<file path="config.mk">
export PLATFORM = sky130hd
export DESIGN_NAME = gtg_cell
export DESIGN_NICKNAME = d
export VERILOG_FILES = /design/src/rtl/go_to_goal_steering_defines.svh /design/src/rtl/gtg_pkg.sv /design/src/rtl/gtg_cell.sv
export SDC_FILE = /design/constraint.sdc
export NUM_CORES = 1
export LEC_CHECK = 0
export BUFFER_PORTS_ARGS = -buffer_cell sky130_fd_sc_hd__buf_4
export CAP_MARGIN = 40
export CORE_AREA = 2 2 191 193
export CTS_BUF_LIST = sky130_fd_sc_hd__clkbuf_8
export DETAILED_ROUTE_END_ITERATION = 6
export DIE_AREA = 0 0 193 195
export GPL_TIMING_DRIVEN = 0
export MAX_ROUTING_LAYER = met4
export SYNTH_ARGS = -nofsm -noshare
export SYNTH_HDL_FRONTEND = slang
export SYNTH_SLANG_ARGS = --single-unit
</file>
<file path="constraint.sdc">
create_clock -name clk -period 0.8 [get_ports clk]
set_clock_uncertainty 0.05 [all_clocks]
set_input_delay 0.08 -clock clk [delete_from_list [all_inputs] [get_ports clk]]
set_output_delay 0.08 -clock clk [all_outputs]
set_load 0.05 [all_outputs]
</file>
<file path="src/rtl/go_to_goal_steering_defines.svh">
// Assertion macros shared by the go-to-goal steering RTL.
`ifndef GO_TO_GOAL_STEERING_DEFINES_SVH
`define GO_TO_GOAL_STEERING_DEFINES_SVH

// Same-cycle implication, sampled on clk and disabled while arst_n is low.
`define GTG_ASSERT_IMP(lbl, ante, cons, msg) \
	lbl: assert property (@(posedge clk) disable iff (!arst_n) (ante) |-> (cons)) \
		else $error(msg);

// Next-cycle implication, sampled on clk and disabled while arst_n is low.
`define GTG_ASSERT_NXT(lbl, ante, cons, msg) \
	lbl: assert property (@(posedge clk) disable iff (!arst_n) (ante) |=> (cons)) \
		else $error(msg);

`endif

</file>
<file path="src/rtl/gtg_pkg.sv">
// Shared constants, types and tables of the go-to-goal steering block.
package gtg_pkg;

	// CORDIC iterations in the bearing path (8 to 24).
	localparam int CORDIC_STEPS = 16;
	localparam int MAX_STEPS    = 24;
	localparam int STEP_W       = $clog2(MAX_STEPS);

	// Offset and square root sizes.
	localparam int DW       = 17;
	localparam int SQ_STEPS = DW;
	localparam int RAD_W    = 2 * SQ_STEPS;
	localparam int ROOT_W   = SQ_STEPS;
	localparam int REM_W    = SQ_STEPS + 2;

	// CORDIC datapath widths.
	localparam int CW = 20;
	localparam int ZW = 24;

	localparam int N_CELLS = (CORDIC_STEPS > SQ_STEPS) ? CORDIC_STEPS : SQ_STEPS;

	localparam logic signed [ZW-1:0] HALF_PI_Q20 = 24'sd1647099;
	localparam logic signed [ZW-1:0] BEARING_RND = 24'sd128;

	localparam logic signed [ZW-1:0] ATAN_Q20 [MAX_STEPS] = '{
		24'sd823550, 24'sd486170, 24'sd256879, 24'sd130396,
		24'sd65451,  24'sd32757,  24'sd16383,  24'sd8192,
		24'sd4096,   24'sd2048,   24'sd1024,   24'sd512,
		24'sd256,    24'sd128,    24'sd64,     24'sd32,
		24'sd16,     24'sd8,      24'sd4,      24'sd2,
		24'sd1,      24'sd0,      24'sd0,      24'sd0
	};

	// Configuration register indexes.
	localparam int CFG_IDX_W = 3;
	localparam logic [CFG_IDX_W-1:0] REG_TARGET_X     = 3'd0;
	localparam logic [CFG_IDX_W-1:0] REG_TARGET_Y     = 3'd1;
	localparam logic [CFG_IDX_W-1:0] REG_SPEED_GAIN   = 3'd2;
	localparam logic [CFG_IDX_W-1:0] REG_SPEED_LIMIT  = 3'd3;
	localparam logic [CFG_IDX_W-1:0] REG_ARRIVE_THR   = 3'd4;
	localparam logic [CFG_IDX_W-1:0] REG_ANGLE_LIMIT  = 3'd5;

	// Data that travels down the row of cells.
	typedef struct packed {
		logic signed [CW-1:0] x;
		logic signed [CW-1:0] y;
		logic signed [ZW-1:0] z;
		logic [RAD_W-1:0]     rad;
		logic [REM_W-1:0]     rem;
		logic [ROOT_W-1:0]    root;
		logic signed [15:0]   heading;
	} cell_data_t;

endpackage

</file>
<file path="src/rtl/gtg_cell.sv">
// One cell of the chain: a CORDIC vectoring step (below CORDIC_STEPS) and a square root digit (below SQ_STEPS).
module gtg_cell
	import gtg_pkg::*;
(
	input  logic              clk,
	input  logic              arst_n,
	input  logic [STEP_W-1:0] step,
	input  logic              adv,
	input  logic              in_v,
	input  cell_data_t        in_d,
	output logic              out_v,
	output cell_data_t        out_d
);

	logic signed [CW-1:0]  x, y, xs, ys;
	logic signed [ZW-1:0]  z;
	logic [REM_W+1:0]      pair_rem, sub, diff;
	cell_data_t            nxt;
	logic                  valid_q;
	cell_data_t            data_q;

	always_comb begin
		x        = in_d.x;
		y        = in_d.y;
		z        = in_d.z;
		xs       = x >>> step;
		ys       = y >>> step;
		pair_rem = {in_d.rem, in_d.rad[RAD_W-1 -: 2]};
		sub      = {{(REM_W-ROOT_W){1'b0}}, in_d.root, 2'b01};
		diff     = pair_rem - sub;
		nxt      = in_d;

		if (int'(step) < CORDIC_STEPS) begin
			if (y > 0) begin
				nxt.x = x + ys;
				nxt.y = y - xs;
				nxt.z = z + ATAN_Q20[step];
			end else begin
				nxt.x = x - ys;
				nxt.y = y + xs;
				nxt.z = z - ATAN_Q20[step];
			end
		end

		if (int'(step) < SQ_STEPS) begin
			nxt.rad = {in_d.rad[RAD_W-3:0], 2'b00};
			if (pair_rem >= sub) begin
				nxt.rem  = diff[REM_W-1:0];
				nxt.root = {in_d.root[ROOT_W-2:0], 1'b1};
			end else begin
				nxt.rem  = pair_rem[REM_W-1:0];
				nxt.root = {in_d.root[ROOT_W-2:0], 1'b0};
			end
		end
	end

	always_ff @(posedge clk or negedge arst_n) begin
		if (!arst_n) begin
			valid_q <= 1'b0;
		end else if (adv) begin
			valid_q <= in_v;
		end
	end

	always_ff @(posedge clk) begin
		if (adv) begin
			data_q <= nxt;
		end
	end

	assign out_v = valid_q;
	assign out_d = data_q;

endmodule

</file>
Word level (Yosys, flattened, before mapping)
Memory sizes are Yosys's and may differ from the RTL's.
Index checks and enable logic that the tools add are counted.
{"block": "word_totals", "ff_bits": 151, "latchBits": 0, "ram_bits": 0, "romBits": 768, "in_bits": 159, "out_inout_bits": 151, "wordCells": 31, "n_memories": 1}
{"block": "op_classes", "n_addsub": 7, "multipliers": 0, "div": 0, "n_lt_le_gt_ge": 5, "n_eq_ne": 0, "shift": 2, "n_mux": 6, "bitwise_logic": 1, "n_reduce_logical": 0}
{"name": "(name not given)", "words": 32, "width": 24, "rd": 1, "rd_ports_with_merged_regs": 0, "wr": 0, "line": "gtg_cell.sv:41", "source": "nxt.z = z - ATAN_Q20[step];"}
{"operator": "64-bit 2-to-1 mux", "n": 2}
{"operator": "70-bit 2-to-1 mux", "n": 1}
{"operator": "24-bit 2-to-1 mux", "n": 2}
{"operator": "20-bit adder", "n": 2}
{"operator": "20-bit by 5-bit >>> shifter with 20-bit output", "n": 2}
{"operator": "20-bit subtractor", "n": 2}
{"operator": "36-bit 2-to-1 mux", "n": 1}
{"operator": "24-bit adder", "n": 1}
{"operator": "24-bit subtractor", "n": 1}
{"operator": "21-bit by 19-bit >= comparator with 1-bit output", "n": 1}
{"operator": "20-bit by 1-bit > comparator with 1-bit output (second input constant)", "n": 1}
{"operator": "19-bit subtractor", "n": 1}
{"operator": "5-bit < comparator (second input constant)", "n": 2}
{"operator": "6-bit >= comparator (second input constant)", "n": 1}
{"operator": "5-bit NOT with 6-bit output", "n": 1}

Depth between registers and ports, before layout
{"block": "logic_depth", "depth_word": 7, "mapped_depth": 25, "ltp_nobuf": 21}

Worst setup path after synthesis
No wires, ideal clock.
{"block": "synth_timing", "path_type": "input port to flip-flop", "startpoint": "input port step[0]", "endpoint": "register data_q (netlist bit out_d[149]) (data pin)", "setup_time_ns": 0.260, "arrival_ns": 4.690, "setup_slack_ns": -4.200, "path_stages": 20, "path_cell_list": "buf_6 > buf_12 > mux2_4 > mux4_2 > a221oi_2 > ha_1 > nor4b_1 > nand4_1 > o21ai_0 > xor2_1 > ha_1 > a21oi_1 > o21ai_0 > a2111oi_0 > o31ai_1 > a31oi_1 > o21ai_0 > or4_1 > nand2_1 > xnor2_1"}
{"element": "from (decl)", "line": "gtg_cell.sv:7", "source": "input logic [STEP_W-1:0] step,"}
{"element": "to (signal assigned)", "line": "gtg_cell.sv:67", "source": "data_q <= nxt;"}
{"element": "to (decl)", "line": "gtg_cell.sv:20", "source": "cell_data_t data_q;"}

==> metrics.csv <==
metric,value,unit
"Clk Latency, worst-skew pair",0.50,ns
Leak,9.471,nW
worst setup path class,primary input to flop,
CTS buffer count,17,
Pre-Repair DR Iteration Count,5,
synth unique cells,90,
CP Capture Type,flop,
synthesized area,14030,µm²
Setup TNS,-342.10,ns
reg2reg path depth,1,
n_diodes,0,
placeable core area,35400,µm²
number of max-cap violations,0,
Final Worst Setup Slack,-3.891,ns
CTS H-tree depth,4,
synth warn,0,
clk slew on worst S/H paths,0.12,ns
initial antenna violation count,0,
Worst Tran Pin Value,0.8597,ns
"commonest non-fill, non-tap cell in the layout",buf_4,
CTS tree,done,
relative slew slack,42.69,%
worst path required time,1.03,ns
Die Y,195,µm
design area,22830,µm²
number of synthesized flops with an enable pin,150,
DIE AREA,37640,µm²
row cnt,69,
IO Pins,310,
"top cells by area, synth","edfxtp_1 32%, ha_1 8.3%, o21ai_0 5.1%, mux4_2 5.0%, mux2_2 4.1%",
Mapped Nets,1767,
Vias,15320,
Tmin final,4.691,ns
largest net degree at the start of global routing,98,
Max Root-Sink Buffers,2,
post-synth top area share,32.09,%
"commonest cells after routing, fill and taps aside","382 x buf_4, 150 x edfxtp_1, 146 x nand2_1",
Final Max Slew Viols,0,
worst vdd ir,1.144,mV
via-per-instance ratio,5.873,
first-pass GRT wire length,90360,µm
f_max,0.2132,GHz
largest area contributor in the netlist,edfxtp_1,
number of synthesized register bits,151,
share of cells above drive strength 1,43.83,%
cell depth of the worst hold path,2,
status,"finished, violations left",
Final Cycle Share,586.4,%
RSZ-0062 raised after global routing,yes,
DRT Wirelength,63940,µm
top_reg_cell synth,edfxtp_1,
port bufs,306,
failing checks,"negative hold slack, negative setup slack",
DP Area,17800,µm²
routability congestion estimate,1.004,
Fin. Hold Viols,16,
CP Launch Type,primary input,
overall routing resource usage,33.07,%
P&R area growth vs syn,62.69,%
critical path peak fanout,5,
syn avg cell area,9.282,µm²
Post-layout nets,2389,
fin util,64.51,%
Hold WC Path Type,primary input to flop,
placed cells,2288,
Worst Hold Margin,-0.1107,ns
1st-iter DRT viols,1118,
hpwl dp,44950,µm
Pwr per Cell Area,1671,nW/µm²
drt wl/cell,24.52,µm
die width,193,µm
"Arr. time, crit path",4.92,ns
Syn Inst Count,1512,
gr ovfl total,0,
Layout Cells excl Fill,2608,
final setup fails,382,
antenna-violating nets left,0,
fill cell count,2824,
register area share after synthesis,32.27,%
Initial Utilization,39.65,%
Remaining DRCs,0,
Synth async-reset ratio,0.6623,%
CTS Sinks,151,
Clock Tree Root,clkbuf_8,
vias in the first global route,14800,
## state kept, by name, indices dropped and copies added (netlist names)
register  count
out_v         1
out_d       150
## cell usage after synthesis, drive strengths merged (21+ instances only)
master    n
inv      65
nand3    27
clkbuf   50
o31ai    21
nor3     28
mux2i    49
buf      31
o21ai   146
o21a     24
nand2   153
mux2     57
edfxtp  150
nor2    103
xnor2    57
xor2     41
mux4     31
ha       93
a21oi   110
a21o     32
## repair_timing
action,in CTS,in global routing
gates cloned,9,1
setup endpoints to repair,382,382
hold endpoints to repair,165,23
setup buffers,74,67
gates resized for setup,221,252
pin swaps,64,74
hold buffers,140,16
## worst paths after layout
kind,end,slack (ns),from
setup / recovery,out_d[149],-3.89,step[0]
hold / removal,out_d[131],-0.11,in_d[131]
setup reg to reg,out_v,-0.05,out_v
hold reg to reg,out_v,0.52,out_v
max in group asynchronous,out_v,0.20,arst_n
min in group asynchronous,out_v,0.39,arst_n
## layer usage
metal | up-vias | global-route usage, % | wire length [µm]
met5 | - | - | 0
met4 | 0 | 14.51 | 3079
met3 | 177 | 4.978 | 4126
met2 | 679 | 54.94 | 30970
met1 | 7522 | 39.64 | 25770
li1 | 6938 | - | -
## area by class of cell
cell class | instances | area [µm²] | share of cell area (%)
repair buffers | 604 | 5341 | 23.39
clock buffers | 17 | 234.0 | 1.025
well taps | 461 | 576.8 | 2.526
clock inverters | 15 | 151.4 | 0.6631
multi-input cells | 1215 | 10940 | 47.90
repair inverters | 1 | 7.507 | 0.03288
plain buffers | 79 | 783.3 | 3.430
inverters | 65 | 271.5 | 1.189
flip-flops and latches | 151 | 4531 | 19.84
## metrics by stage
step                setup WS, ns  hold WS, ns  total power (W)
global route              -4.036      -0.1235          0.03979
finish                    -3.891      -0.1107          0.03816
CTS                       -3.764      -0.1632          0.03559
floorplan                 -3.821      -0.2656          0.02183
global placement          -5.273      -0.1944          0.02670
detailed placement        -5.219      -0.1912          0.02687
## where the power goes
group          leakage [nW]  switching [W]  total [W]  internal [W]
Sequential             1.48       0.000339     0.0103       0.00995
Combinational          7.80         0.0123     0.0216       0.00928
Clock                 0.193        0.00354    0.00631       0.00277
Total                  9.47         0.0162     0.0382        0.0220
## worst max-delay path, stage by stage
cell and delay [ns]:
buf_12 0.10, buf_12 0.14, buf_12 0.14, mux2_4 0.30
mux4_2 0.51, a221oi_4 0.37, ha_4 0.19, nor4b_4 0.22
nand4_1 0.21, nand3b_1 0.31, buf_4 0.19, buf_6 0.11
nand2b_1 0.17, a21o_1 0.18, a31oi_2 0.27, ha_4 0.27
a21o_1 0.21, a31oi_4 0.17, o21ai_2 0.11, or4_1 0.48
nand2_1 0.09, xnor2_1 0.08
## logic make-up (layout without fill, tap and decap cells)
group | after synthesis | after routing | share of synthesized area (%)
DFF | 151 | 151 | 32.27
and+or+nand+nor | 436 | 436 | 15.14
adders and majority gates | 96 | 96 | 8.719
AOI/OAI and AO/OA | 448 | 448 | 20.20
xor gates and xnor gates | 98 | 98 | 6.116
muxes | 137 | 137 | 13.15
buffers and inverters | 146 | 781 | 4.404
No activity file was read; power rests on OpenSTA's default activity.
