`config.mk`:
```
export PLATFORM = sky130hd
export DESIGN_NAME = gtg_front
export DESIGN_NICKNAME = d
export VERILOG_FILES = /design/src/rtl/go_to_goal_steering_defines.svh /design/src/rtl/gtg_pkg.sv /design/src/rtl/gtg_front.sv
export SDC_FILE = /design/constraint.sdc
export NUM_CORES = 2
export LEC_CHECK = 0
export CAP_MARGIN = 10
export CORE_ASPECT_RATIO = 1.5
export CORE_MARGIN = 2
export CORE_UTILIZATION = 60
export DETAILED_ROUTE_END_ITERATION = 10
export DONT_BUFFER_PORTS = 1
export GPL_ROUTABILITY_DRIVEN = 0
export PLACE_DENSITY_LB_ADDON = 0.05
export SYNTH_ARGS = -nofsm -noshare
export SYNTH_HDL_FRONTEND = slang
export SYNTH_SLANG_ARGS = --single-unit
```
`constraint.sdc`:
```
create_clock -name clk -period 6.65 [get_ports clk]
set_clock_uncertainty 0.1 [all_clocks]
set_input_delay 0.665 -clock clk [delete_from_list [all_inputs] [get_ports clk]]
set_output_delay 0.665 -clock clk [all_outputs]
set_load 0.01 [all_outputs]
```
`src/rtl/go_to_goal_steering_defines.svh`:
```
// Assertion macros shared by the go-to-goal steering RTL.
`ifndef GO_TO_GOAL_STEERING_DEFINES_SVH
`define GO_TO_GOAL_STEERING_DEFINES_SVH

// Same-cycle implication, sampled on clk and disabled while arst_n is low.
`define GTG_ASSERT_IMP(lbl, ante, cons, msg) \
	lbl: assert property (@(posedge clk) disable iff (!arst_n) (ante) |-> (cons)) \
		else $error(msg);

// Next-cycle implication, sampled on clk and disabled while arst_n is low.
`define GTG_ASSERT_NXT(lbl, ante, cons, msg) \
	lbl: assert property (@(posedge clk) disable iff (!arst_n) (ante) |=> (cons)) \
		else $error(msg);

`endif

```
`src/rtl/gtg_pkg.sv`:
```
// Shared constants, types and tables of the go-to-goal steering block.
package gtg_pkg;

	// CORDIC iterations in the bearing path (8 to 24).
	localparam int CORDIC_STEPS = 16;
	localparam int MAX_STEPS    = 24;
	localparam int STEP_W       = $clog2(MAX_STEPS);

	// Offset and square root sizes.
	localparam int DW       = 17;
	localparam int SQ_STEPS = DW;
	localparam int RAD_W    = 2 * SQ_STEPS;
	localparam int ROOT_W   = SQ_STEPS;
	localparam int REM_W    = SQ_STEPS + 2;

	// CORDIC datapath widths.
	localparam int CW = 20;
	localparam int ZW = 24;

	localparam int N_CELLS = (CORDIC_STEPS > SQ_STEPS) ? CORDIC_STEPS : SQ_STEPS;

	localparam logic signed [ZW-1:0] HALF_PI_Q20 = 24'sd1647099;
	localparam logic signed [ZW-1:0] BEARING_RND = 24'sd128;

	localparam logic signed [ZW-1:0] ATAN_Q20 [MAX_STEPS] = '{
		24'sd823550, 24'sd486170, 24'sd256879, 24'sd130396,
		24'sd65451,  24'sd32757,  24'sd16383,  24'sd8192,
		24'sd4096,   24'sd2048,   24'sd1024,   24'sd512,
		24'sd256,    24'sd128,    24'sd64,     24'sd32,
		24'sd16,     24'sd8,      24'sd4,      24'sd2,
		24'sd1,      24'sd0,      24'sd0,      24'sd0
	};

	// Configuration register indexes.
	localparam int CFG_IDX_W = 3;
	localparam logic [CFG_IDX_W-1:0] REG_TARGET_X     = 3'd0;
	localparam logic [CFG_IDX_W-1:0] REG_TARGET_Y     = 3'd1;
	localparam logic [CFG_IDX_W-1:0] REG_SPEED_GAIN   = 3'd2;
	localparam logic [CFG_IDX_W-1:0] REG_SPEED_LIMIT  = 3'd3;
	localparam logic [CFG_IDX_W-1:0] REG_ARRIVE_THR   = 3'd4;
	localparam logic [CFG_IDX_W-1:0] REG_ANGLE_LIMIT  = 3'd5;

	// Data that travels down the row of cells.
	typedef struct packed {
		logic signed [CW-1:0] x;
		logic signed [CW-1:0] y;
		logic signed [ZW-1:0] z;
		logic [RAD_W-1:0]     rad;
		logic [REM_W-1:0]     rem;
		logic [ROOT_W-1:0]    root;
		logic signed [15:0]   heading;
	} cell_data_t;

endpackage

```
`src/rtl/gtg_front.sv`:
```
// Front stages: goal offset, squares with quadrant pre-rotation, radicand sum.
module gtg_front
	import gtg_pkg::*;
(
	input  logic               clk,
	input  logic               arst_n,
	input  logic [2:0]         adv,
	input  logic               in_valid,
	input  logic signed [15:0] pos_x,
	input  logic signed [15:0] pos_y,
	input  logic signed [15:0] heading,
	input  logic signed [15:0] target_x,
	input  logic signed [15:0] target_y,
	output logic [2:0]         stage_v,
	output cell_data_t         dat
);

	logic signed [DW-1:0]   dx_s1, dy_s1;
	logic signed [15:0]     hd_s1, hd_s2;
	logic                   v_s1, v_s2, v_s3;
	logic signed [2*DW-1:0] sqx, sqy;
	logic [RAD_W-2:0]       sqx_s2, sqy_s2;
	logic signed [CW-1:0]   x0, y0, x_s2, y_s2;
	logic signed [ZW-1:0]   z0, z_s2;
	cell_data_t             dat_s3;

	always_comb begin
		sqx = dx_s1 * dx_s1;
		sqy = dy_s1 * dy_s1;
		x0  = CW'(dx_s1);
		y0  = CW'(dy_s1);
		z0  = '0;
		// A vector in the left half plane is turned by a quarter turn first.
		if (dx_s1 < 0) begin
			if (dy_s1 >= 0) begin
				x0 = CW'(dy_s1);
				y0 = -CW'(dx_s1);
				z0 = HALF_PI_Q20;
			end else begin
				x0 = -CW'(dy_s1);
				y0 = CW'(dx_s1);
				z0 = -HALF_PI_Q20;
			end
		end
	end

	always_ff @(posedge clk or negedge arst_n) begin
		if (!arst_n) begin
			v_s1 <= 1'b0;
			v_s2 <= 1'b0;
			v_s3 <= 1'b0;
		end else begin
			if (adv[0]) v_s1 <= in_valid;
			if (adv[1]) v_s2 <= v_s1;
			if (adv[2]) v_s3 <= v_s2;
		end
	end

	always_ff @(posedge clk) begin
		if (adv[0]) begin
			dx_s1 <= DW'(target_x) - DW'(pos_x);
			dy_s1 <= DW'(target_y) - DW'(pos_y);
			hd_s1 <= heading;
		end
		if (adv[1]) begin
			sqx_s2 <= sqx[RAD_W-2:0];
			sqy_s2 <= sqy[RAD_W-2:0];
			x_s2   <= x0;
			y_s2   <= y0;
			z_s2   <= z0;
			hd_s2  <= hd_s1;
		end
		if (adv[2]) begin
			dat_s3.x       <= x_s2;
			dat_s3.y       <= y_s2;
			dat_s3.z       <= z_s2;
			dat_s3.rad     <= {1'b0, sqx_s2} + {1'b0, sqy_s2};
			dat_s3.rem     <= '0;
			dat_s3.root    <= '0;
			dat_s3.heading <= hd_s2;
		end
	end

	assign stage_v = {v_s3, v_s2, v_s1};
	assign dat     = dat_s3;

endmodule

```
=== Word level (Yosys, flattened, before mapping) ===
Index checks and enable logic that the tools add are counted.

* Memory bits (read-only): 0
* Bits in registers: 313
* Memories: 0
* Memory bits (writable): 0
* Output and inout port bits: 153
* Bits in latches: 0

* Muxes and demuxes: 5
* Bitwise gates (word level): 0
* Shift operators: 0
* Multiply operators: 2
* Reductions and logical operators: 0
* Equal/unequal tests: 0
* Order comparisons: 2
* Divide/modulo/power cells: 0
* Add/subtract/negate cells: 5

{| class="wikitable"
|+ Operators with widths
! kind !! count
|-
| 2-to-1 mux 20 bit || 4
|-
| multiplier 17 x 17 -> 33 bit || 2
|-
| negation 17 -> 20 bit || 2
|-
| adder 33 x 33 -> 34 bit || 1
|-
| subtractor 16 x 16 -> 17 bit || 2
|-
| 2-to-1 mux 24 bit || 1
|-
| >= comparator 17 x 1 -> 1 bit (second input constant) || 1
|-
| < comparator 17 x 1 -> 1 bit (second input constant) || 1
|}

=== Depth between registers and ports, before layout ===
* Word-level depth: 3
* Depth in mapped cells: 26
* Depth with buffers taken out: 24

=== Worst setup path before layout ===
No wires, ideal clock.

* Kind: register to register
* Start: register dy_s1[7]
* End: register sqy_s2[32], data pin
* Clock period less this slack: 6.530 ns
* Stages on the path, launching flop included: 25
* Path slack: 0.120 ns
* Arrival time: 6.168 ns
* Setup time: 0.263 ns
* Required time: 6.287 ns
* Path through: edfxtp_1 clkbuf_1 clkbuf_1 nand2_1 fa_1 inv_1 fa_1 inv_1 fa_1 inv_1 fa_1 fa_1 inv_1 fa_1 inv_1 ha_1 and4_4 a221oi_2 o21ai_1 a21oi_4 o22ai_2 o221a_1 a41o_1 o41ai_2 xnor2_1

* Longest elaborated chain between the ends: 1

{| class="wikitable"
|+ Ends and longest elaborated chain
! what !! line !! source
|-
| from (decl) || gtg_front.sv:18 || <nowiki>logic signed [DW-1:0] dx_s1, dy_s1;</nowiki>
|-
| from (signal assigned) || gtg_front.sv:62 || <nowiki>dy_s1 <= DW'(target_y) - DW'(pos_y);</nowiki>
|-
| multiplier 17 x 17 -> 33 bit || gtg_front.sv:29 || <nowiki>sqy = dy_s1 * dy_s1;</nowiki>
|-
| named net sqy[32] || gtg_front.sv:21 || <nowiki>logic signed [2*DW-1:0] sqx, sqy;</nowiki>
|-
| to (signal assigned) || gtg_front.sv:67 || <nowiki>sqy_s2 <= sqy[RAD_W-2:0];</nowiki>
|-
| to (decl) || gtg_front.sv:22 || <nowiki>logic [RAD_W-2:0] sqx_s2, sqy_s2;</nowiki>
|}

The timed path passes the listed nets, and every way through them passes these cells.
A chain may end at the register's enable or synchronous reset.

=== Worst setup path in the final report ===
* Start: register dy_s1[4]
* End: register sqy_s2[31], data pin

Same word-level chain as after synthesis.

==> metrics.txt <==
initial DRC count 1065; GRT Resource Usage Total 0.293; Slew @ Worst Pin 1110 ps; Post-Route Setup TNS 0 ps; vias in the first global route 22900; die area 54200 um2; Final Critical Period 6460 ps; diodes inserted 0; FP Rows 102; worst-path fanout max 5; largest net degree at the start of global routing 125; Worst Path Buf+Inv 3; critical path's slowest cell fa_1; routed len/inst 20.1 um; Clk Latency, worst-skew pair 610 ps; H-tree level count 1; biggest area consumer among synthesized cells fa_1; WS Path Type reg -> reg; DRT Wirelength 75200 um; Die Span Y 284 um; first-pass GRT wire length 121000 um; Die W 191 um; initial antenna violation count 1; Yosys top cell area share 0.334; Final Hold Slack 60.7 ps; Post-Synth Simple-Gate Area 0.0915; Final Max Slew Viols 0; WP data arrival 6710 ps; Fillers 4132; Synth Instances 2957; max_cap viols 0; mapped cell area 31400 um2; clock root buffer clkbuf_16; CP Launch Type flop; CTS max path bufs 3; number of synthesized register bits 269; Net count, final 3895; DRC 0; core area 51700 um2; routed vias/inst 5.43; period utilisation layout 0.971; worst path required time 6910 ps; clock transition at the registers of the reported paths 70 ps; Synth async-reset ratio 0.0112; Synth Area in Compound Gates 0.0625; Worst path max stage delay 570 ps; Synth area leaders fa_1 33%, edfxtp_1 25%, ha_1 9.7%; Peak Freq 155 MHz; adder-cell area share of the yosys netlist 0.431; r2r setup slk 190 ps; total gr overflow 0; cell repeated most along the worst path fa_1; CP Capture Type flop; Seq/Total Area, Yosys 0.257; dpl ws -2.65 ps; vias 20300; Hold Vio Cnt, Final 0; crit-path leading delay family adder cells; Final WS setup 193 ps; main combinational cell family by area after synthesis adder cells; commonest non-fill, non-tap cells in the layout 708 x inv_1, 521 x fa_1, 266 x edfxtp_1, 243 x ha_1, 205 x nand2_1; I/O pin count 239; Hold Path Class in -> reg; commonest non-fill, non-tap cell in the layout inv_1; post-DP HPWL 60900 um; post-synthesis mux area share 0.00474; Area growth, synth to finish 7.92%; Num CTS Buffers 27; crit-path cells clkbuf_2 -> and2_1 -> inv_1 -> fa_1 -> inv_1 -> fa_1 -> fa_1 -> fa_1 -> fa_1 -> fa_1 -> ha_1 -> a21o_1 -> a21o_1 -> a21o_1 -> a31o_2 -> a211oi_4 -> o211ai_1 -> a31o_1 -> a21o_1 -> xor2_1; Initial DRT Pass Iterations 5; relative slew slack 0.259; share of cells above drive strength 1 0.0839; number of synthesized flops with an enable pin 266; Initial Utilization 0.608; Sink Count 269; CTS tree built; status completed; post-route ant nets 0; endpoints failing setup 0; XOR/XNOR Fraction of Synth Area 0.0438; PortBufs 0; yosys warns 0; synthesized area per cell 10.6 um2; top_reg_cell synth edfxtp_1; synth unique cells 77
-- cell families after synthesis --
family | Yosys count
flops | 269
other cells | 1
fa+ha+maj | 768
xor+xnor | 157
compound gates | 288
buf+inv | 855
mux | 14
simple gates | 605
-- cell usage after synthesis (9+ instances only) --
cell type / number
a21oi_1: 92
nor3_1: 33
a21o_1: 41
inv_1: 708
buf_4: 60
a211oi_1: 9
or2_2: 9
clkbuf_1: 74
nand2_1: 206
a31o_2: 9
xor2_1: 38
o21bai_1: 10
ha_1: 244
and3_1: 9
edfxtp_1: 266
o21a_1: 23
xnor2_1: 119
and2_1: 98
nor2_1: 144
or3_1: 9
nor2b_1: 38
o21ai_0: 36
nand3_1: 20
nand2b_1: 18
fa_1: 524
-- flip-flops by register name, summed over array words and instances, names as in the netlist --
register  cells
dat          93
sqx_s2       32
sqy_s2       32
x_s2         20
y_s2         20
dx_s1        17
dy_s1        17
hd_s1        16
hd_s2        16
z_s2          3
v_s1          1
v_s2          1
v_s3          1
-- worst paths after layout --
check                             from          to  cells after the start
max reg2reg                   dy_s1[4]  sqy_s2[31]                     20
min in group asynchronous       arst_n        v_s2                      1
min                        heading[14]   hd_s1[14]                      0
max in group asynchronous       arst_n        v_s1                      1
max                           dy_s1[4]  sqy_s2[31]                     20
min reg2reg                  hd_s2[14]     dat[14]                      0
-- worst reg2reg max path, cell delays in order (launching register included) --
cell	delay, ps
edfxtp_1	490
clkbuf_2	230
and2_1	190
inv_1	80
fa_1	540
inv_1	60
fa_1	440
fa_1	450
fa_1	480
fa_1	570
fa_1	440
ha_1	320
a21o_1	180
a21o_1	160
a21o_1	200
a31o_2	270
a211oi_4	290
o211ai_1	180
a31o_1	230
a21o_1	180
xor2_1	130
-- repair_timing --
item                                    4_1_cts  5_1_grt
setup buffers                                 5       36
hold buffers                                  1        0
gates cloned                                  0        1
hold endpoints to repair                      3        0
resized for setup                             0       20
pin swaps                                     0        1
endpoints found under the setup margin        3       20
-- through the flow --
| step | utilization | cells | cell area (um2) |
|---|---|---|---|
| 3_3_place_gp | 0.630 | 3645 | 32600 |
| 4_1_cts | 0.649 | 3701 | 33500 |
| 5_1_grt | 0.656 | 3738 | 33900 |
| 6_report | 0.656 | 3738 | 33900 |
| 3_5_place_dp | 0.630 | 3645 | 32600 |
| 2_1_floorplan | - | 2995 | 31500 |
-- routing by layer --
layer	part of all wire	GRT usage
met5	0	0
met4	0.060	0.150
met3	0.037	0.0306
met2	0.55	0.552
met1	0.35	0.319
-- cell type report --
| type | count | area (um2) | area share |
|---|---|---|---|
| inverter | 716 | 2690 | 0.0793 |
| timing repair buffer | 156 | 1270 | 0.0374 |
| tap | 676 | 846 | 0.0250 |
| clock inverter | 19 | 216 | 0.00639 |
| sequential | 269 | 8060 | 0.238 |
| multi-input combinational | 1871 | 20100 | 0.594 |
| clock buffer | 31 | 691 | 0.0204 |
Power is not shown: default switching activity piles up to over one toggle a cycle in this logic, so the estimate is an artifact.
