--- src/rtl/go_to_goal_steering_defines.svh ---
// Assertion macros shared by the go-to-goal steering RTL.
`ifndef GO_TO_GOAL_STEERING_DEFINES_SVH
`define GO_TO_GOAL_STEERING_DEFINES_SVH

// Same-cycle implication, sampled on clk and disabled while arst_n is low.
`define GTG_ASSERT_IMP(lbl, ante, cons, msg) \
	lbl: assert property (@(posedge clk) disable iff (!arst_n) (ante) |-> (cons)) \
		else $error(msg);

// Next-cycle implication, sampled on clk and disabled while arst_n is low.
`define GTG_ASSERT_NXT(lbl, ante, cons, msg) \
	lbl: assert property (@(posedge clk) disable iff (!arst_n) (ante) |=> (cons)) \
		else $error(msg);

`endif

--- src/rtl/gtg_pkg.sv ---
// Shared constants, types and tables of the go-to-goal steering block.
package gtg_pkg;

	// CORDIC iterations in the bearing path (8 to 24).
	localparam int CORDIC_STEPS = 16;
	localparam int MAX_STEPS    = 24;
	localparam int STEP_W       = $clog2(MAX_STEPS);

	// Offset and square root sizes.
	localparam int DW       = 17;
	localparam int SQ_STEPS = DW;
	localparam int RAD_W    = 2 * SQ_STEPS;
	localparam int ROOT_W   = SQ_STEPS;
	localparam int REM_W    = SQ_STEPS + 2;

	// CORDIC datapath widths.
	localparam int CW = 20;
	localparam int ZW = 24;

	localparam int N_CELLS = (CORDIC_STEPS > SQ_STEPS) ? CORDIC_STEPS : SQ_STEPS;

	localparam logic signed [ZW-1:0] HALF_PI_Q20 = 24'sd1647099;
	localparam logic signed [ZW-1:0] BEARING_RND = 24'sd128;

	localparam logic signed [ZW-1:0] ATAN_Q20 [MAX_STEPS] = '{
		24'sd823550, 24'sd486170, 24'sd256879, 24'sd130396,
		24'sd65451,  24'sd32757,  24'sd16383,  24'sd8192,
		24'sd4096,   24'sd2048,   24'sd1024,   24'sd512,
		24'sd256,    24'sd128,    24'sd64,     24'sd32,
		24'sd16,     24'sd8,      24'sd4,      24'sd2,
		24'sd1,      24'sd0,      24'sd0,      24'sd0
	};

	// Configuration register indexes.
	localparam int CFG_IDX_W = 3;
	localparam logic [CFG_IDX_W-1:0] REG_TARGET_X     = 3'd0;
	localparam logic [CFG_IDX_W-1:0] REG_TARGET_Y     = 3'd1;
	localparam logic [CFG_IDX_W-1:0] REG_SPEED_GAIN   = 3'd2;
	localparam logic [CFG_IDX_W-1:0] REG_SPEED_LIMIT  = 3'd3;
	localparam logic [CFG_IDX_W-1:0] REG_ARRIVE_THR   = 3'd4;
	localparam logic [CFG_IDX_W-1:0] REG_ANGLE_LIMIT  = 3'd5;

	// Data that travels down the row of cells.
	typedef struct packed {
		logic signed [CW-1:0] x;
		logic signed [CW-1:0] y;
		logic signed [ZW-1:0] z;
		logic [RAD_W-1:0]     rad;
		logic [REM_W-1:0]     rem;
		logic [ROOT_W-1:0]    root;
		logic signed [15:0]   heading;
	} cell_data_t;

endpackage

--- src/rtl/gtg_back.sv ---
// Back stages: bearing rounding, heading error, clamp, speed and output register.
module gtg_back
	import gtg_pkg::*;
(
	input  logic               clk,
	input  logic               arst_n,
	input  logic [1:0]         adv,
	input  logic               in_v,
	input  cell_data_t         in_d,
	input  logic [11:0]        speed_gain,
	input  logic [14:0]        speed_limit,
	input  logic [14:0]        arrive_threshold,
	input  logic [14:0]        angle_limit,
	output logic [1:0]         stage_v,
	output logic signed [15:0] turn_rate,
	output logic [14:0]        forward_speed
);

	localparam int PROD_W = ROOT_W + 12;

	logic signed [ZW-1:0] zr;
	logic signed [15:0]   bearing;
	logic signed [DW-1:0] err_s1, lim, nlim, turn;
	logic                 arrived_s1, v_s1, v_s2;
	logic [PROD_W-1:0]    prod_s1;
	logic [PROD_W-9:0]    spd;
	logic [14:0]          spd_sat;
	logic                 in_range;
	logic signed [15:0]   turn_s2;
	logic [14:0]          speed_s2;

	always_comb begin
		zr      = in_d.z + BEARING_RND;
		bearing = zr[ZW-1:8];
	end

	always_comb begin
		lim      = DW'($signed({1'b0, angle_limit}));
		nlim     = -lim;
		turn     = err_s1;
		if (err_s1 > lim) begin
			turn = lim;
		end else if (err_s1 < nlim) begin
			turn = nlim;
		end
		in_range = (err_s1 < lim) && (err_s1 > nlim);
		spd      = prod_s1[PROD_W-1:8];
		spd_sat  = (spd > (PROD_W-8)'(speed_limit)) ? speed_limit : spd[14:0];
	end

	always_ff @(posedge clk or negedge arst_n) begin
		if (!arst_n) begin
			v_s1 <= 1'b0;
			v_s2 <= 1'b0;
		end else begin
			if (adv[0]) v_s1 <= in_v;
			if (adv[1]) v_s2 <= v_s1;
		end
	end

	always_ff @(posedge clk) begin
		if (adv[0]) begin
			err_s1     <= DW'(bearing) - DW'(in_d.heading);
			arrived_s1 <= in_d.root <= ROOT_W'(arrive_threshold);
			prod_s1    <= PROD_W'(in_d.root) * PROD_W'(speed_gain);
		end
		if (adv[1]) begin
			if (arrived_s1) begin
				turn_s2  <= '0;
				speed_s2 <= '0;
			end else begin
				turn_s2  <= turn[15:0];
				speed_s2 <= in_range ? spd_sat : 15'd0;
			end
		end
	end

	assign stage_v       = {v_s2, v_s1};
	assign turn_rate     = turn_s2;
	assign forward_speed = speed_s2;

endmodule

--- config.mk ---
export PLATFORM = sky130hd
export DESIGN_NAME = gtg_back
export DESIGN_NICKNAME = d
export VERILOG_FILES = /design/src/rtl/go_to_goal_steering_defines.svh /design/src/rtl/gtg_pkg.sv /design/src/rtl/gtg_back.sv
export SDC_FILE = /design/constraint.sdc
export NUM_CORES = 1
export LEC_CHECK = 0
export BUFFER_PORTS_ARGS = -buffer_cell sky130_fd_sc_hd__clkbuf_2
export CAP_MARGIN = 20
export CORE_MARGIN = 2
export CORE_UTILIZATION = 48
export CTS_BUF_LIST = sky130_fd_sc_hd__clkbuf_2 sky130_fd_sc_hd__clkbuf_4 sky130_fd_sc_hd__clkbuf_8
export DETAILED_ROUTE_END_ITERATION = 6
export PLACE_DENSITY = 0.74
export SYNTH_ARGS = -nofsm -noshare
export SYNTH_HDL_FRONTEND = slang
export SYNTH_SLANG_ARGS = --single-unit
--- constraint.sdc ---
create_clock -name clk -period 3.6 [get_ports clk]
set_clock_uncertainty 0.1 [all_clocks]
set_input_delay 0.36 -clock clk [delete_from_list [all_inputs] [get_ports clk]]
set_output_delay 0.36 -clock clk [all_outputs]
set_load 0.005 [all_outputs]
======== Word level (Yosys, flattened, before mapping) ========
Cells that the tools add are included.
cells by class
  add/subtract/negate cells ............... 3
  multiply operators ...................... 1
  $lt $le $gt $ge ......................... 6
  muxes and demuxes ....................... 3
  bitwise operators ....................... 1
  reductions and logical operators ........ 3
operators with widths
  operator                                                         number
  15-bit 2-to-1 mux                                                2
  17-bit by 12-bit multiplier with 29-bit output                   1
  24-bit by 9-bit adder with 24-bit output, second input constant  1
  21-bit by 15-bit > comparator with 1-bit output                  1
  17-bit by 16-bit > comparator with 1-bit output                  1
  17-bit > comparator                                              1
  17-bit by 15-bit <= comparator with 1-bit output                 1
  17-bit by 16-bit < comparator with 1-bit output                  1
  17-bit < comparator                                              1
  15-bit negation with 17-bit output                               1
  16-bit by 16-bit subtractor with 17-bit output                   1
  16-bit 2-to-1 mux                                                1
  2-bit OR reduction                                               2
  1-bit logical AND                                                1
  1-bit NOT                                                        1
storage, ports and cells
  register bits ........................... 80
  input port bits ......................... 212

======== Depth between registers and ports, before layout ========
  depth in word-level cells ............... 5
  gate-level depth with buffers ........... 22
  depth with buffers taken out ............ 20

======== Worst setup path before layout ========
Ideal clock, no wire load.
  path kind ............................... input to register
  from .................................... input speed_gain[5]
  to ...................................... register prod_s1[28] (data pin)
  library setup time ...................... 0.260 ns
  arrival ................................. 5.400 ns
  setup slack ............................. -2.160 ns
  stages .................................. 20
  path through ............................ clkbuf_1 clkbuf_1 nand2_1 fa_1 fa_1 inv_1 fa_1 fa_1 inv_1 fa_1 inv_1 ha_1 nand2_1 o32ai_1 nor4_1 a21oi_1 a41oi_1 o311ai_1 a31oi_1 xnor2_1
between the ends
  longest elaborated chain between the ends .. 1
RTL lines
  what                                            RTL line        RTL
  start: declaration                              gtg_back.sv:10  input logic [11:0] speed_gain,
  17-bit by 12-bit multiplier with 29-bit output  gtg_back.sv:65  prod_s1 <= PROD_W'(in_d.root) * PROD_W'(speed_gain);
  end signal: assignment                          gtg_back.sv:65
  end: declaration                                gtg_back.sv:25  logic [PROD_W-1:0] prod_s1;
Every way passes these cells.
A chain may end at the register's enable or synchronous reset.

======== Final worst setup path ========
  from .................................... input speed_gain[10]
  to ...................................... register prod_s1[24] (data pin)
The elaborated chain is that of the path after synthesis.

==> summary.md <==
| Metric | Value |
|---|---|
| Combinational fraction of design power | 83.0% |
| Top cell type by total area after synthesis | fa_1 |
| Sw Pwr | between 5 and 6 mW |
| R2R Path End | forward_speed[0]$_SDFFCE_PP0P_ |
| Distinct cells, synth | 62 |
| Tcrit/Tclk final | 141% |
| Hold Path Class | input pin to flop |
| Routability cong. | roughly 0.9 |
| Initial antenna violation count | 0 |
| Int Pwr | 7.10 mW |
| Synth area leaders | fa_1, edfxtp_1, ha_1 |
| Predominant post-synthesis flop cell | edfxtp_1 |
| Worst setup EP type | flop |
| Syn Area/Cell | ~9 sq um |
| Initial core utilization | 49.1% |
| Worst EP required | 3.60 ns |
| # Max-Cap Violations | 0 |
| Sequential share of power | 12.3% |
| Post-synth EDFFs | 70 |
| Unrepaired setup endpoints after global routing | true |
| Hpwl dp | 24.7 mm |
| Critical Path AT | 5.07 ns |
| Setup ws final | -1.47 ns |
| Grt total ovfl | 0 |
| Vias per inst | 5.35 |
| PD cells | ~800 mW/mm^2 |
| Synthesized area | about 0.012 sq mm |
| Wire per inst | between 15 and 20 microns |
| WHS Endpoint | v_s1$_DFFE_PN0P_ |
| Minimum clock period | 5.07 ns |
| 1st-pass router iterations | 5 |
| Syn Nets | roughly 1800 |
| Util after Layout | 64.7% |
| Top Ports | 245 |
| Cell Rows | 57 |
| Iter 0 DRT Violations | a little over 700 |
| Reg2Reg Depth | 10 |
| Clock tree buffer depth | 2 |
| Vias | 10500 |
| WL final | 31.4 mm |
| Worst-path clk slew | approximately 0.070 ns |
| Clock share of power | approximately 4.7% |
| Layout cells sized above 1 | approximately a third |
| Final Hold Fails | 0 |
| Post-route ant nets | 0 |
| Failing checks | negative setup slack |
| ANT cells | 0 |
| CP Launch Type | input pin |
| FF-to-FF setup slack | around 0.45 ns |
| Core Box Area | between 0.02 and 0.025 sq mm |
| First-pass GRT wire length | about 50 mm |
| Fillers | 1840 |
| TNS Setup | -24.99 ns |
| Die area | roughly 0.026 sq mm |
| H-Tree Depth | 3 |
| Gr usage total | 23.0% |
| Post-Synthesis Cells | around 1300 |
| Largest net degree at the start of global routing | 41 |
| Hold Startpoint | in_v |
| Switch share | approximately 44% |
| CTS buffer count | 9 |
| Later-pin clock latency in the skew report | roughly 0.35 ns |
| Final net count | 2134 |
| Final Power | roughly 13 mW |
| Yosys top cell area share | between 20% and 30% |
| Number of global-route vias before repair | about 10000 |
| Die Ht | ~160 microns |
| CTS tree | yes |
| Status | finished, violations left |
| Die Wd | 162 microns |
| Max Clock Freq | approximately 0.20 GHz |
| Root Buffer | clkbuf_8 |
| Worst r2r src | err_s1[2]$_DFFE_PP_ |
| Measured slew at the worst slew-check pin | roughly 0.96 ns |
| PortBufs | 144 |
| WHS Path Cells | 2 |
| # setup viols final | 21 |
| #FFs+latches synth | 72 |
| Commonest cells in the netlist | inv_1, nand2_1, fa_1 |
| Post-route DRC | 0 |
| Top-count cell post-synth | inv_1 |
| Clock sink count | 72 |
| Count of final max-slew check failures | 0 |
| Leakage | a little under 8 nW |
| Share of synthesized registers carrying an async set or reset | 2.78% |
| Synth warn | 0 |
| Worst rel slew slack | ~36% |
| Setup Crit Path Kind | input pin to flop |
| Post-synthesis sequential area ratio | between 15 and 20% |
| Worst VDD drop | approximately 0.00084 V |
| Area Overhead vs Synth | 31.9% |
| Crit Path Max Fanout | 8 |
[power by group through the flow]
stage | Combinational (mW) | Clock, mW | Sequential (mW)
2_1_floorplan | 5.54 | 0 | 1.54
3_3_place_gp | 7.98 | 0 | 1.58
3_5_place_dp | 8.32 | 0 | 1.58
4_1_cts | 9.43 | 0.597 | 1.57
5_1_grt | 11.5 | 0.636 | 1.59
6_report | 10.6 | 0.592 | 1.57
[placed cells by master (no fill, tap or decap), types with 10 or more instances in the layout]
cell type  count
o21ai_0       25
nor3_1        17
buf_4        152
o21a_1        12
clkbuf_2     121
and2_4        10
a21oi_2       22
nor2_1        30
xor2_1        11
xnor2_1       42
and2_1        59
edfxtp_1      70
ha_1         122
clkbuf_8      18
fa_1         136
nand2_1      140
inv_2         23
a21oi_1       25
a21o_1        26
buf_6         33
nand4_1       27
inv_1        245
fa_2          14
nand2_2       20
and3_1        12
nand3_1       33
ha_4          18
[metrics by stage]
stage | setup slack [ns] | std cells | area (sq um) | hold slack [ns]
2_1_floorplan | -1.61 | 1340 | 12600 | -0.0356
6_report | -1.47 | 1959 | 15800 | 0.149
3_5_place_dp | -2.05 | 1914 | 14600 | 0.0498
4_1_cts | -1.45 | 1939 | 15300 | 0.138
5_1_grt | -1.63 | 1959 | 15800 | 0.137
3_3_place_gp | -1.89 | 1914 | 14600 | 0.0453
[critical path, cell delays in order]
cell	delay, ns
clkbuf_4	0.18
and2_1	0.19
fa_1	0.48
fa_1	0.59
fa_1	0.47
fa_1	0.51
inv_1	0.05
fa_1	0.50
inv_2	0.05
ha_4	0.27
nand2_4	0.06
o32ai_4	0.27
nor4_2	0.09
a21oi_2	0.21
a41oi_4	0.18
o31ai_2	0.35
a21oi_2	0.11
xnor2_1	0.14
[per-layer routing]
metal | up-vias | part of all wire (%) | track usage [%]
li1 | 4960 | - | -
met1 | 5060 | 44 | 32.2
met2 | 394 | 47 | 37.9
met3 | 57 | 6.7 | 2.89
met4 | 0 | 2.0 | 6.48
met5 | - | 0 | 0
[registers in the layout (all words and copies together), names as in the netlist]
register       cells
v_s2               1
prod_s1           21
arrived_s1         1
err_s1            17
turn_rate         16
forward_speed     15
v_s1               1
[repair_timing]
action                     in CTS  in global routing
setup endpoints to repair      42                 52
gates cloned                    1                  1
gates resized for setup       111                106
buffers inserted               10                 20
hold buffers                    1                  0
hold endpoints to repair        2                  0
pin swaps                      74                 74
[kinds of logic after synthesis]
family,Yosys count,share of synthesized area (%)
flops,72,17.9
simple gates,404,16.3
compound gates,177,10.4
buf+inv,326,10.3
fa+ha+maj,292,39.8
mux,8,0.698
xor+xnor,61,4.51
[final cells by class]
class / instances / area [sq um] / area share, %
Clock inverter: 3 / 17.5 / 0.111
Sequential cell: 72 / 2150 / 13.6
Inverter: 271 / 1040 / 6.56
Clock buffer: 13 / 166 / 1.05
Tap cell: 324 / 405 / 2.56
Timing Repair Buffer: 334 / 2500 / 15.8
Multi-Input combinational cell: 942 / 9550 / 60.3
[worst max-delay path by stage]
stage	startpoint	end	slack (ns)	cells after the start
after floorplan	speed_gain[3]	prod_s1[24]$_DFFE_PP_	-1.61	20
after global placement	speed_gain[8]	prod_s1[28]$_DFFE_PP_	-1.89	20
after detailed placement	speed_gain[8]	prod_s1[24]$_DFFE_PP_	-2.05	20
after CTS	in_d[21]	prod_s1[28]$_DFFE_PP_	-1.45	19
after global routing	speed_gain[8]	prod_s1[24]$_DFFE_PP_	-1.63	20
final	speed_gain[10]	prod_s1[24]$_DFFE_PP_	-1.47	18
Power figures use the tool's default switching activity.
